--- src/design/rcdq_pkg.sv ---
`timescale 1ns / 1ps
`default_nettype none
// ----------------------------------------------------------------------------
// rcdq_pkg
// shared types and constants of the restricted circular deque
// ----------------------------------------------------------------------------
package rcdq_pkg;

  localparam int WORD_W    = 32;
  localparam int OP_W      = 3;
  localparam int STAT_W    = 2;
  localparam int CAP_W     = 6;
  localparam int CFG_IDX_W = 1;
  localparam int RUN_MAX   = 32;

  localparam logic [CAP_W-1:0] CAP_RESET = CAP_W'(RUN_MAX);

  typedef enum logic [OP_W-1:0] {
    OP_PUSH_REAR  = 3'd0,
    OP_PUSH_FRONT = 3'd1,
    OP_POP_FRONT  = 3'd2,
    OP_POP_REAR   = 3'd3,
    OP_LIST       = 3'd4,
    OP_CLEAR      = 3'd5
  } op_t;

  typedef enum logic [STAT_W-1:0] {
    STAT_OK        = 2'd0,
    STAT_OVERFLOW  = 2'd1,
    STAT_UNDERFLOW = 2'd2,
    STAT_ILLEGAL   = 2'd3
  } stat_t;

  typedef enum logic [CFG_IDX_W-1:0] {
    CFG_CAPACITY = 1'd0,
    CFG_MODE     = 1'd1
  } cfg_idx_t;

  typedef enum logic [2:0] {
    S_IDLE = 3'b001,
    S_READ = 3'b010,
    S_LIST = 3'b100
  } state_t;

endpackage

`default_nettype wire

--- src/design/restricted_circular_deque_core.sv ---
`timescale 1ns / 1ps
`default_nettype none
// ----------------------------------------------------------------------------
// restricted_circular_deque_core
// circular double-ended queue with input- or output-restricted op set
// ----------------------------------------------------------------------------
// Words live in a single ring memory with registered reads; front and rear
// pointers, the empty flag and the two config registers sit in the
// controller. Pushes, clears, rejected ops and empty/full results load the
// output register from the idle state. A pop starts the ring read from idle
// and loads the word in S_READ. A list starts the first read from idle, then
// loads one word per cycle while the output register can be loaded. The block
// takes the next op once its last result is in the output register and that
// register can be loaded again. Writing capacity empties the queue; writing
// the mode keeps the contents. The ring needs no clearing pass after reset.
module restricted_circular_deque_core
  import rcdq_pkg::*;
#(
  parameter int DEPTH      = 32,
  parameter int DATA_WIDTH = 32
) (
  input  wire logic                 clk,
  input  wire logic                 rst_n,
  input  wire logic                 in_valid,
  output logic                      in_stall,
  input  wire logic [OP_W-1:0]      in_op,
  input  wire logic signed [WORD_W-1:0] in_value,
  input  wire logic                 cfg_we,
  input  wire logic [CFG_IDX_W-1:0] cfg_index,
  input  wire logic [CAP_W-1:0]     cfg_data,
  output logic                      out_valid,
  input  wire logic                 out_stall,
  output logic signed [WORD_W-1:0]  out_word,
  output logic      [STAT_W-1:0]    out_status,
  output logic                      out_last
);

  localparam int AW = $clog2(DEPTH);

  logic                  mem_we;
  logic [AW-1:0]         mem_waddr;
  logic [DATA_WIDTH-1:0] mem_wdata;
  logic                  mem_re;
  logic [AW-1:0]         mem_raddr;
  logic [DATA_WIDTH-1:0] mem_rdata;
  logic [WORD_W-1:0]     word_w;

  rcdq_ctrl #(
    .DEPTH      (DEPTH),
    .DATA_WIDTH (DATA_WIDTH),
    .AW         (AW)
  ) u_ctrl (
    .clk        (clk),
    .rst_n      (rst_n),
    .in_valid   (in_valid),
    .in_stall   (in_stall),
    .in_op      (in_op),
    .in_value   (in_value),
    .cfg_we     (cfg_we),
    .cfg_index  (cfg_index),
    .cfg_data   (cfg_data),
    .out_valid  (out_valid),
    .out_stall  (out_stall),
    .out_word   (word_w),
    .out_status (out_status),
    .out_last   (out_last),
    .mem_we     (mem_we),
    .mem_waddr  (mem_waddr),
    .mem_wdata  (mem_wdata),
    .mem_re     (mem_re),
    .mem_raddr  (mem_raddr),
    .mem_rdata  (mem_rdata)
  );

  rcdq_ring #(
    .DEPTH      (DEPTH),
    .DATA_WIDTH (DATA_WIDTH),
    .AW         (AW)
  ) u_ring (
    .clk   (clk),
    .we    (mem_we),
    .waddr (mem_waddr),
    .wdata (mem_wdata),
    .re    (mem_re),
    .raddr (mem_raddr),
    .rdata (mem_rdata)
  );

  assign out_word = word_w;

endmodule

`default_nettype wire

--- src/design/rcdq_ring.sv ---
`timescale 1ns / 1ps
`default_nettype none
// ----------------------------------------------------------------------------
// rcdq_ring
// ring storage: one write port, one read port, registered read data
// ----------------------------------------------------------------------------
module rcdq_ring #(
  parameter int DEPTH      = 32,
  parameter int DATA_WIDTH = 32,
  parameter int AW         = 5
) (
  input  wire logic                  clk,
  input  wire logic                  we,
  input  wire logic [AW-1:0]         waddr,
  input  wire logic [DATA_WIDTH-1:0] wdata,
  input  wire logic                  re,
  input  wire logic [AW-1:0]         raddr,
  output logic      [DATA_WIDTH-1:0] rdata
);

  logic [DATA_WIDTH-1:0] mem [DEPTH];

  always_ff @(posedge clk) begin
    if (we) begin
      mem[waddr] <= wdata;
    end
  end

  // read data holds until the next read
  always_ff @(posedge clk) begin
    if (re) begin
      rdata <= mem[raddr];
    end
  end

endmodule

`default_nettype wire

--- src/design/rcdq_ctrl.sv ---
`timescale 1ns / 1ps
`default_nettype none
// ----------------------------------------------------------------------------
// rcdq_ctrl
// deque control: front and rear pointers, op decode, list walk, result register
// ----------------------------------------------------------------------------
module rcdq_ctrl
  import rcdq_pkg::*;
#(
  parameter int DEPTH      = 32,
  parameter int DATA_WIDTH = 32,
  parameter int AW         = 5
) (
  input  wire logic                  clk,
  input  wire logic                  rst_n,
  input  wire logic                  in_valid,
  output logic                       in_stall,
  input  wire logic [OP_W-1:0]       in_op,
  input  wire logic [WORD_W-1:0]     in_value,
  input  wire logic                  cfg_we,
  input  wire logic [CFG_IDX_W-1:0]  cfg_index,
  input  wire logic [CAP_W-1:0]      cfg_data,
  output logic                       out_valid,
  input  wire logic                  out_stall,
  output logic      [WORD_W-1:0]     out_word,
  output logic      [STAT_W-1:0]     out_status,
  output logic                       out_last,
  output logic                       mem_we,
  output logic      [AW-1:0]         mem_waddr,
  output logic      [DATA_WIDTH-1:0] mem_wdata,
  output logic                       mem_re,
  output logic      [AW-1:0]         mem_raddr,
  input  wire logic [DATA_WIDTH-1:0] mem_rdata
);

  localparam int LIMIT = (DEPTH < RUN_MAX) ? DEPTH : RUN_MAX;
  localparam int PW    = ((AW > CAP_W) ? AW : CAP_W) + 1;

  function automatic logic [AW-1:0] next_pos(input logic [AW-1:0] p,
                                             input logic [CAP_W-1:0] c);
    logic [PW-1:0] pe;
    pe = PW'(p) + PW'(1);
    return (pe >= PW'(c)) ? '0 : AW'(pe);
  endfunction

  function automatic logic [AW-1:0] prev_pos(input logic [AW-1:0] p,
                                             input logic [CAP_W-1:0] c);
    logic [CAP_W-1:0] cm;
    cm = c - CAP_W'(1);
    return (p == '0) ? AW'(cm) : p - AW'(1);
  endfunction

  state_t           state_r, state_nxt;
  logic [AW-1:0]    front_r, front_nxt;
  logic [AW-1:0]    rear_r, rear_nxt;
  logic             empty_r, empty_nxt;
  logic [AW-1:0]    lp_r, lp_nxt;
  logic [CAP_W-1:0] k_r, k_nxt;
  logic [CAP_W-1:0] cap_r, cap_nxt;
  logic             mode_r, mode_nxt;
  logic             out_valid_r, out_valid_nxt;
  logic [WORD_W-1:0] out_word_r;
  stat_t            out_status_r;
  logic             out_last_r;

  logic [CAP_W-1:0] used;
  logic             can_load;
  logic             in_acc;
  logic             full;
  logic             forbidden;
  logic             list_end;
  logic [AW-1:0]    rear_fwd, front_bwd, front_fwd, rear_bwd, lp_fwd;
  op_t              op;
  logic             load;
  logic [WORD_W-1:0] ld_word;
  stat_t            ld_status;
  logic             ld_last;

  always_comb begin
    if (cap_r == '0) begin
      used = CAP_W'(1);
    end else if (cap_r > CAP_W'(LIMIT)) begin
      used = CAP_W'(LIMIT);
    end else begin
      used = cap_r;
    end
  end

  assign rear_fwd  = next_pos(rear_r, used);
  assign front_bwd = prev_pos(front_r, used);
  assign front_fwd = next_pos(front_r, used);
  assign rear_bwd  = prev_pos(rear_r, used);
  assign lp_fwd    = next_pos(lp_r, used);

  assign full      = !empty_r && (rear_fwd == front_r);
  assign op        = op_t'(in_op);
  assign forbidden = (in_op > OP_CLEAR) ||
                     ((op == OP_PUSH_FRONT) && !mode_r) ||
                     ((op == OP_POP_REAR) && mode_r);
  assign list_end  = (lp_r == rear_r) || (CAP_W'(k_r + CAP_W'(1)) >= used);

  assign can_load = !out_valid_r || !out_stall;
  assign in_acc   = in_valid && (state_r == S_IDLE) && can_load;
  assign in_stall = !((state_r == S_IDLE) && can_load);

  always_comb begin
    state_nxt = state_r;
    front_nxt = front_r;
    rear_nxt  = rear_r;
    empty_nxt = empty_r;
    lp_nxt    = lp_r;
    k_nxt     = k_r;
    cap_nxt   = cap_r;
    mode_nxt  = mode_r;
    mem_we    = 1'b0;
    mem_waddr = front_r;
    mem_wdata = DATA_WIDTH'($unsigned(in_value));
    mem_re    = 1'b0;
    mem_raddr = front_r;
    load      = 1'b0;
    ld_word   = '0;
    ld_status = STAT_OK;
    ld_last   = 1'b1;

    unique case (state_r)
      S_IDLE: begin
        if (in_acc) begin
          load = 1'b1;
          if (forbidden) begin
            ld_status = STAT_ILLEGAL;
          end else begin
            unique case (op) inside
              OP_PUSH_REAR, OP_PUSH_FRONT: begin
                if (full) begin
                  ld_status = STAT_OVERFLOW;
                end else begin
                  mem_we = 1'b1;
                  if (empty_r) begin
                    rear_nxt  = front_r;
                    empty_nxt = 1'b0;
                    mem_waddr = front_r;
                  end else if (op == OP_PUSH_REAR) begin
                    rear_nxt  = rear_fwd;
                    mem_waddr = rear_fwd;
                  end else begin
                    front_nxt = front_bwd;
                    mem_waddr = front_bwd;
                  end
                end
              end
              OP_POP_FRONT, OP_POP_REAR: begin
                if (empty_r) begin
                  ld_status = STAT_UNDERFLOW;
                end else begin
                  load      = 1'b0;
                  mem_re    = 1'b1;
                  mem_raddr = (op == OP_POP_FRONT) ? front_r : rear_r;
                  state_nxt = S_READ;
                  if (front_r == rear_r) begin
                    empty_nxt = 1'b1;
                  end else if (op == OP_POP_FRONT) begin
                    front_nxt = front_fwd;
                  end else begin
                    rear_nxt = rear_bwd;
                  end
                end
              end
              OP_LIST: begin
                if (empty_r) begin
                  ld_status = STAT_UNDERFLOW;
                end else begin
                  load      = 1'b0;
                  mem_re    = 1'b1;
                  mem_raddr = front_r;
                  lp_nxt    = front_r;
                  k_nxt     = '0;
                  state_nxt = S_LIST;
                end
              end
              OP_CLEAR: begin
                front_nxt = '0;
                rear_nxt  = '0;
                empty_nxt = 1'b1;
              end
              default: begin
                ld_status = STAT_ILLEGAL;
              end
            endcase
          end
        end
      end
      S_READ: begin
        if (can_load) begin
          load      = 1'b1;
          ld_word   = WORD_W'(mem_rdata);
          state_nxt = S_IDLE;
        end
      end
      S_LIST: begin
        if (can_load) begin
          load    = 1'b1;
          ld_word = WORD_W'(mem_rdata);
          ld_last = list_end;
          if (list_end) begin
            state_nxt = S_IDLE;
          end else begin
            lp_nxt    = lp_fwd;
            k_nxt     = CAP_W'(k_r + CAP_W'(1));
            mem_re    = 1'b1;
            mem_raddr = lp_fwd;
          end
        end
      end
      default: begin
        state_nxt = S_IDLE;
      end
    endcase

    if (cfg_we) begin
      unique case (cfg_idx_t'(cfg_index))
        CFG_CAPACITY: begin
          cap_nxt   = cfg_data;
          front_nxt = '0;
          rear_nxt  = '0;
          empty_nxt = 1'b1;
        end
        CFG_MODE: begin
          mode_nxt = cfg_data[0];
        end
        default: begin
          mode_nxt = mode_r;
        end
      endcase
    end
  end

  assign out_valid_nxt = load ? 1'b1 : (out_valid_r && out_stall);

  always_ff @(posedge clk) begin
    if (!rst_n) begin
      state_r     <= S_IDLE;
      front_r     <= '0;
      rear_r      <= '0;
      empty_r     <= 1'b1;
      lp_r        <= '0;
      k_r         <= '0;
      cap_r       <= CAP_RESET;
      mode_r      <= 1'b0;
      out_valid_r <= 1'b0;
    end else begin
      state_r     <= state_nxt;
      front_r     <= front_nxt;
      rear_r      <= rear_nxt;
      empty_r     <= empty_nxt;
      lp_r        <= lp_nxt;
      k_r         <= k_nxt;
      cap_r       <= cap_nxt;
      mode_r      <= mode_nxt;
      out_valid_r <= out_valid_nxt;
    end
  end

  always_ff @(posedge clk) begin
    if (load) begin
      out_word_r   <= ld_word;
      out_status_r <= ld_status;
      out_last_r   <= ld_last;
    end
  end

  assign out_valid  = out_valid_r;
  assign out_word   = out_word_r;
  assign out_status = out_status_r;
  assign out_last   = out_last_r;

endmodule

`default_nettype wire
--- config.mk ---
export PLATFORM = sky130hd
export DESIGN_NAME = restricted_circular_deque_core
export DESIGN_NICKNAME = d
export VERILOG_FILES = /design/src/design/rcdq_pkg.sv /design/src/design/restricted_circular_deque_core.sv /design/src/design/rcdq_ring.sv /design/src/design/rcdq_ctrl.sv
export SDC_FILE = /design/constraint.sdc
export NUM_CORES = 1
export LEC_CHECK = 0
export BUFFER_PORTS_ARGS = -buffer_cell sky130_fd_sc_hd__buf_4
export CAP_MARGIN = 20
export CORE_MARGIN = 10
export CORE_UTILIZATION = 55
export CTS_BUF_LIST = sky130_fd_sc_hd__clkbuf_8
export CTS_CLUSTER_SIZE = 25
export DETAILED_ROUTE_END_ITERATION = 10
export PLACE_DENSITY_LB_ADDON = 0.15
export SYNTH_ARGS = -nofsm -noshare
export SYNTH_HDL_FRONTEND = slang
export SYNTH_HIERARCHICAL = 1
export SYNTH_SLANG_ARGS = --single-unit
--- constraint.sdc ---
create_clock -name clk -period 6.9 [get_ports clk]
set_clock_uncertainty 0.15 [all_clocks]
set_input_delay 1.38 -clock clk [delete_from_list [all_inputs] [get_ports clk]]
set_output_delay 1.38 -clock clk [all_outputs]
set_load 0.1 [all_outputs]
=== Word-level counts from Yosys, hierarchy flattened ===
Memory sizes are Yosys's and may differ from the RTL's. A register that Yosys moved wholly into a read port is not among the register bits.
Index checks and enable logic that the tools add are counted.

* Shift-type cells: 0
* Div/mod/pow operators: 0
* Bitwise gates (word level): 1
* Reductions and logical operators: 32
* Multipliers: 0
* Eq/ne operators: 22
* Add/subtract/negate cells: 7
* Multiplexer cells: 103
* Magnitude comparators: 6

{| class="wikitable"
|+ Operators with widths
! cell !! number
|-
| 5-bit two-way mux || 47
|-
| 6-bit two-way mux || 8
|-
| 5-bit one-hot mux with 3 select lines || 2
|-
| 1-bit two-way mux || 28
|-
| 6-bit greater-or-equal comparator || 4
|-
| 3-bit two-way mux || 7
|-
| 5-bit one-hot mux with 2 select lines || 2
|-
| 5-bit by 1-bit adder with 6-bit output, second input constant || 3
|-
| 5-bit == test || 3
|-
| 5-bit by 1-bit subtractor with 5-bit output, second input constant || 3
|-
| 6-bit one-hot mux with 2 select lines || 1
|-
| 5-bit logical NOT || 2
|-
| 2-bit AND reduction || 5
|-
| 3-bit by 2-bit == test with 1-bit output, second input constant || 3
|-
| 3-bit == test, second input constant || 3
|-
| 3-bit != test, second input constant || 3
|-
| 3-bit one-hot mux with 3 select lines || 1
|-
| 2-bit by 1-bit != test with 1-bit output, second input constant || 4
|-
| 2-bit != test, second input constant || 4
|-
| 8-bit AND reduction || 1
|-
| 1-bit logical AND || 7
|-
| 7-bit AND reduction || 1
|-
| 6-bit by 1-bit adder with 6-bit output, second input constant || 1
|-
| 3-bit by 1-bit == test with 1-bit output, second input constant || 2
|-
| 15 further kinds || 26
|}

* Logic and storage cells: 184
* Input port bits: 47
* Bits in read-only memories: 0
* Bits in writable memories: 1024
* Bits in latches: 0
* Memories kept: 1
* Register bits: 68

{| class="wikitable"
|+ Memories
! name !! depth !! bits a word !! read ports !! clocked after Yosys merged registers in !! write ports !! RTL line !! RTL
|-
| u_ring.mem || 32 || 32 || 1 || 1 || 1 || rcdq_ring.sv:21 || <nowiki>logic [DATA_WIDTH-1:0] mem [DEPTH];</nowiki>
|}

=== Longest topological paths before layout ===
* Depth in word-level cells: 14
* Depth in mapped cells: 19
* Mapped depth without buffers: 16

=== Modules after synthesis ===
The synthesis kept the hierarchy.

{| class="wikitable"
|+ Modules (own cells, without submodules)
! module !! times used !! area each (µm²) !! cells each
|-
| rcdq_ring || 1 || 40812.9 || 2260
|-
| rcdq_ctrl || 1 || 5046.1 || 588
|}

=== Worst setup path before layout ===
OpenSTA, ideal clock, no wires.

* Path kind: input port to flip-flop
* Start: input port in_op[2]
* End: memory u_ring.mem[28][0] (enable)
* Required time: 6329 ps
* Setup time: 421 ps
* Slack: 1393 ps
* Stages: 10
* Arrival time: 4935 ps
* Path through: buf_2 nor3_1 o21ai_0 nand3_1 nor2_1 nand2_2 mux2_2 or3b_2 clkbuf_1 nor2_1

{| class="wikitable"
|+ RTL lines
! item !! RTL line !! RTL
|-
| start, declared || restricted_circular_deque_core.sv:26 || <nowiki>input wire logic [OP_W-1:0] in_op,</nowiki>
|-
| 3-bit logical NOT || rcdq_ctrl.sv:142 || <nowiki>end else if (op == OP_PUSH_REAR) begin</nowiki>
|-
| 5-bit two-way mux || rcdq_ctrl.sv:142 ||
|-
| 5-bit two-way mux || rcdq_ctrl.sv:138 || <nowiki>if (empty_r) begin</nowiki>
|-
| 5-bit two-way mux || rcdq_ctrl.sv:134 || <nowiki>if (full) begin</nowiki>
|-
| 5-bit two-way mux || rcdq_ctrl.sv:132 || <nowiki>unique case (op) inside</nowiki>
|-
| 5-bit two-way mux (*) || rcdq_ctrl.sv:129 || <nowiki>if (forbidden) begin</nowiki>
|-
| 5-bit two-way mux (*) || rcdq_ctrl.sv:127 || <nowiki>if (in_acc) begin</nowiki>
|-
| 5-bit two-way mux (*) || rcdq_ctrl.sv:125 || <nowiki>unique case (state_r)</nowiki>
|-
| via mem_waddr[0] || restricted_circular_deque_core.sv:41 || <nowiki>logic [AW-1:0] mem_waddr;</nowiki>
|-
| end, declared || rcdq_ring.sv:21 ||
|}

Mark *: on every way through the listed nets, which the timed path passes. The rest lies on a longest branch.

=== Worst setup path in the final report ===
* Start: register u_ctrl.cap_r[3]
* End: register u_ring.rdata[30] (read register of u_ring.mem) (data pin)

* Longest elaborated chain between the ends: 8

{| class="wikitable"
|+ RTL lines
! item !! RTL line !! RTL
|-
| start, declared || rcdq_ctrl.sv:59 || <nowiki>logic [CAP_W-1:0] cap_r, cap_nxt;</nowiki>
|-
| start signal, assigned || rcdq_ctrl.sv:257 || <nowiki>cap_r <= cap_nxt;</nowiki>
|-
| 6-bit greater-than comparator || rcdq_ctrl.sv:82 || <nowiki>end else if (cap_r > CAP_W'(LIMIT)) begin</nowiki>
|-
| 6-bit two-way mux || rcdq_ctrl.sv:82 ||
|-
| 6-bit two-way mux (*) || rcdq_ctrl.sv:80 || <nowiki>if (cap_r == '0) begin</nowiki>
|-
| 6-bit greater-or-equal comparator (on tied branches) || rcdq_ctrl.sv:43, rcdq_ctrl.sv:100 ||
|-
| 5-bit two-way mux or 1-bit logical OR (tied branches) || rcdq_ctrl.sv:43, rcdq_ctrl.sv:100 ||
|-
| 5-bit two-way mux (*) || rcdq_ctrl.sv:204 || <nowiki>if (list_end) begin</nowiki>
|-
| 5-bit two-way mux (*) || rcdq_ctrl.sv:200 || <nowiki>if (can_load) begin</nowiki>
|-
| 5-bit one-hot mux with 2 select lines (*) || rcdq_ctrl.sv:125 ||
|-
| via mem_raddr[0] || restricted_circular_deque_core.sv:44 || <nowiki>logic [AW-1:0] mem_raddr;</nowiki>
|-
| end, declared || rcdq_ring.sv:18 || <nowiki>output logic [DATA_WIDTH-1:0] rdata</nowiki>
|}

Marked as above.
A chain may end at the register's enable or synchronous reset.

==> summary.txt <==
Worst setup path
  • R2R depth: 19
  • Cell Chain, Critical Path: nor4_1 > o21ai_0 > inv_1 > ha_1 > nand2b_1 > a21o_1 > a21o_1 > a211o_1 > nor3_4 > a32oi_1 > nand2_4 > buf_12 > buf_12 > buf_4 > buf_4 > mux2i_1 > a21oi_1 > nand3_1 > nand3_1
  • Worst path required time: 7.30 ns
  • Crit path arrival time: 6.02 ns
  • Slowest-stage cell, CP: buf_4
  • CP Max Fanout: 32
  • WS Path Type: register to register
  • FF-to-FF Start: u_ctrl/cap_r[3]
  • Worst R2R Setup Slack: 1.28 ns
  • Largest stage delay on the critical path: 0.48 ns
  • CP startpoint kind: register
  • End point of the critical path: u_ring/rdata[30]
  • Critical path origin: u_ctrl/cap_r[3]
  • FF-to-FF End: u_ring/rdata[30]
  • Kind of end point of the critical path: register

Synthesis
  • Async S/R FF share, synth: 0%
  • Cell area after synthesis: 0.0459 mm^2
  • Yosys top cell by area: edfxtp_1
  • Post-synth EDFFs: 1091
  • Synth Register Bits: 1124
  • Top_reg_cell synth: edfxtp_1
  • Post-synth net total: 2926
  • Post-synthesis sequential area ratio: 72.9%
  • Syn Area/Cell: 16.1 um^2
  • Synth Warn #: 6
  • Post-synthesis cell count: 2848
  • Main area contributors after synthesis: edfxtp_1, mux2i_1, a22oi_1
  • Yosys cell types: 67
  • Top-area cell type share of the netlist area: 71.4%

Timing
  • Fin Setup TNS: 0 ns
  • Slew Limit Fails: 0
  • Final Hold Vio Count: 0
  • Finish-stage setup viols: 0
  • Final critical-path required period: 5.62 ns
  • Period Utilization, post-route: 81.5%
  • Fin Hold WS: 0.314 ns
  • RSZ-0062 raised after global routing: false
  • Slew margin rel.: 32.5%
  • Slew @ Worst Pin: 1.01 ns
  • Max frequency: 0.178 GHz

Clocking
  • Clk sinks: 1124
  • Setup Buffers After CTS: 0
  • CTS tree: built
  • Root Driver: clkbuf_8
  • Cts bufs inserted: 179
  • Clock slew at reported path FFs: 0.06 ns
  • Longest Clk Path Bufs: 3
  • Hold_buf cts: 0
  • Worst-Skew Late Latency: 0.84 ns
  • CTS H-tree depth: 4
  • Post_cts resized: 0

GRT
  • Grt ovf: 0
  • Initial antenna violation count: 2
  • Largest net degree at the start of global routing: 71
  • Number of global-route vias before repair: 26200
  • First-pass GRT wire length: 179000 um
  • GRT Util Overall: 25.6%

Finish
  • Share of cells above drive strength 1: 14.7%
  • Fin nets: 3112
  • Area delta synth->final: 11.8%

Floorplanning
  • Die Ht: 309 um
  • Width of the chip: 309 um
  • Core Box Area: 0.0824 mm^2
  • Num ports: 84
  • Total Die Area: 0.0953 mm^2
  • Initial Util: 55.7%
  • # rows: 105

Route
  • Drt first pass iters: 6
  • DR top layer: met5
  • Drc violations: 0
  • Routed wire per std cell: 28.8 um
  • Met3 WL post-DR: 10000 um
  • Vias: 26500
  • WL final: 122000 um
  • Met2 wire len: 57600 um
  • M1 WL: 51800 um
  • Via density: 6.23
  • Antenna Violating Nets Remaining: 0
  • Initial DRC Count: 2870

Outcome
  • Outcome: finished clean

Placement
  • Hpwl dp: 74400 um
  • Port Buffers: 83
  • Routability congestion estimate: 0.876

Power
  • Post-route total power: 0.0131 W
  • Leakage power total: 16.1 nW
  • Worst VDD drop: 0.000193 V
  • Cell Pwr Density: 256 mW/mm^2

Job
  • Max Cap Viol: 0

Min path
  • Hold Path Class: register to register
  • Worst hold stages: 2
==> placed cells by master (no fill, tap or decap), drive strengths merged, types with 33 or more instances in the layout <==
cell,instances
buf,188
nor2,66
nand2,161
clkbuf,183
edfxtp,1091
inv,88
and2,36
a31oi,47
dfxtp,33
clkinv,62
nor3,52
a22o,66
a21oi,134
a22oi,100
nand3,129
mux2i,516
==> state kept, by name, summed over array words and instances (netlist names) <==
| register | count |
|---|---|
| u_ring/mem | 1024 |
| u_ctrl/out_valid | 1 |
| u_ctrl/empty_r | 1 |
| u_ring/rdata | 32 |
| u_ctrl/mode_r | 1 |
| u_ctrl/lp_r | 5 |
| u_ctrl/k_r | 6 |
| u_ctrl/cap_r | 6 |
| u_ctrl/front_r | 5 |
| u_ctrl/out_word | 32 |
| u_ctrl/out_last | 1 |
| u_ctrl/rear_r | 5 |
| u_ctrl/state_r | 3 |
| u_ctrl/out_status | 2 |
==> critical path, delay by kind of cell (launching register included) <==
family / cells / cell delay [ns]
AO/OA/AOI/OAI: 6 / 1.39
adder cells (fa/ha/maj): 1 / 0.30
buffers and inverters: 5 / 1.58
flip-flops: 1 / 0.44
multiplexers: 1 / 0.23
AND/OR/NAND/NOR: 6 / 1.19
==> layer usage <==
layer  vias up  GRT usage (%)
li1      11500              -
met1     13500           36.4
met2      1247           40.1
met3       186           4.58
met4         2           7.54
met5         -              0
==> worst min path at each step <==
| stage | startpoint | end |
|---|---|---|
| after floorplan | u_ctrl/k_r[5] | u_ctrl/k_r[5] |
| after global placement | u_ctrl/k_r[5] | u_ctrl/k_r[5] |
| after detailed placement | u_ctrl/k_r[5] | u_ctrl/k_r[5] |
| after CTS | u_ctrl/k_r[5] | u_ctrl/k_r[5] |
| after global routing | u_ctrl/k_r[5] | u_ctrl/k_r[5] |
| final | u_ctrl/k_r[5] | u_ctrl/k_r[5] |
==> cell type report <==
cell class	count	area [um^2]
fillers	6038	31100
clock buffers	183	2520
well taps	1070	1340
inverters	20	75.1
repair buffers	188	1620
multi-input cells	1521	11500
diodes	4	10.0
flip-flops and latches	1124	33400
clock inverters	137	747
==> cell families after synthesis <==
family | after synthesis | synth area share (%)
flip-flops | 1124 | 72.9
buffers and inverters | 203 | 2.59
AND/OR/NAND/NOR | 501 | 5.20
XOR/XNOR | 30 | 0.636
multiplexers | 520 | 11.4
adder cells (fa/ha/maj) | 31 | 0.846
AO/OA/AOI/OAI | 439 | 6.48
==> synth_stat cells (11+ instances only) <==
| cell | count |
|---|---|
| a21o_1 | 11 |
| a21oi_1 | 134 |
| a22o_1 | 66 |
| a22oi_1 | 100 |
| a31oi_1 | 47 |
| and2_1 | 36 |
| buf_2 | 35 |
| buf_4 | 70 |
| buf_6 | 15 |
| clkbuf_1 | 55 |
| dfxtp_1 | 33 |
| edfxtp_1 | 1091 |
| ha_1 | 31 |
| inv_1 | 17 |
| mux2i_1 | 516 |
| nand2_1 | 160 |
| nand2b_1 | 12 |
| nand3_1 | 129 |
| nor2_1 | 66 |
| nor3_1 | 51 |
| o21ai_0 | 26 |
| xnor2_1 | 15 |
| xor2_1 | 12 |
==> where the power goes <==
part	switching, W	internal [W]
sequential	0.0000102	0.00750
combinational	0.000322	0.0000747
clock	0.00255	0.00266
total	0.00288	0.0102
==> metrics by stage <==
step | area (um^2) | worst slack (ns) | std cells | utilization (%)
floorplan | 45900 | 1.39 | 2848 | -
global placement | 48000 | 1.36 | 3923 | 58.3
detailed placement | 48000 | 1.33 | 3923 | 58.3
finish | 51300 | 1.28 | 4247 | 62.3
global route | 51300 | 0.868 | 4244 | 62.2
CTS | 51300 | 1.30 | 4243 | 62.2
Note: power is estimated with default switching activity, not from simulation.
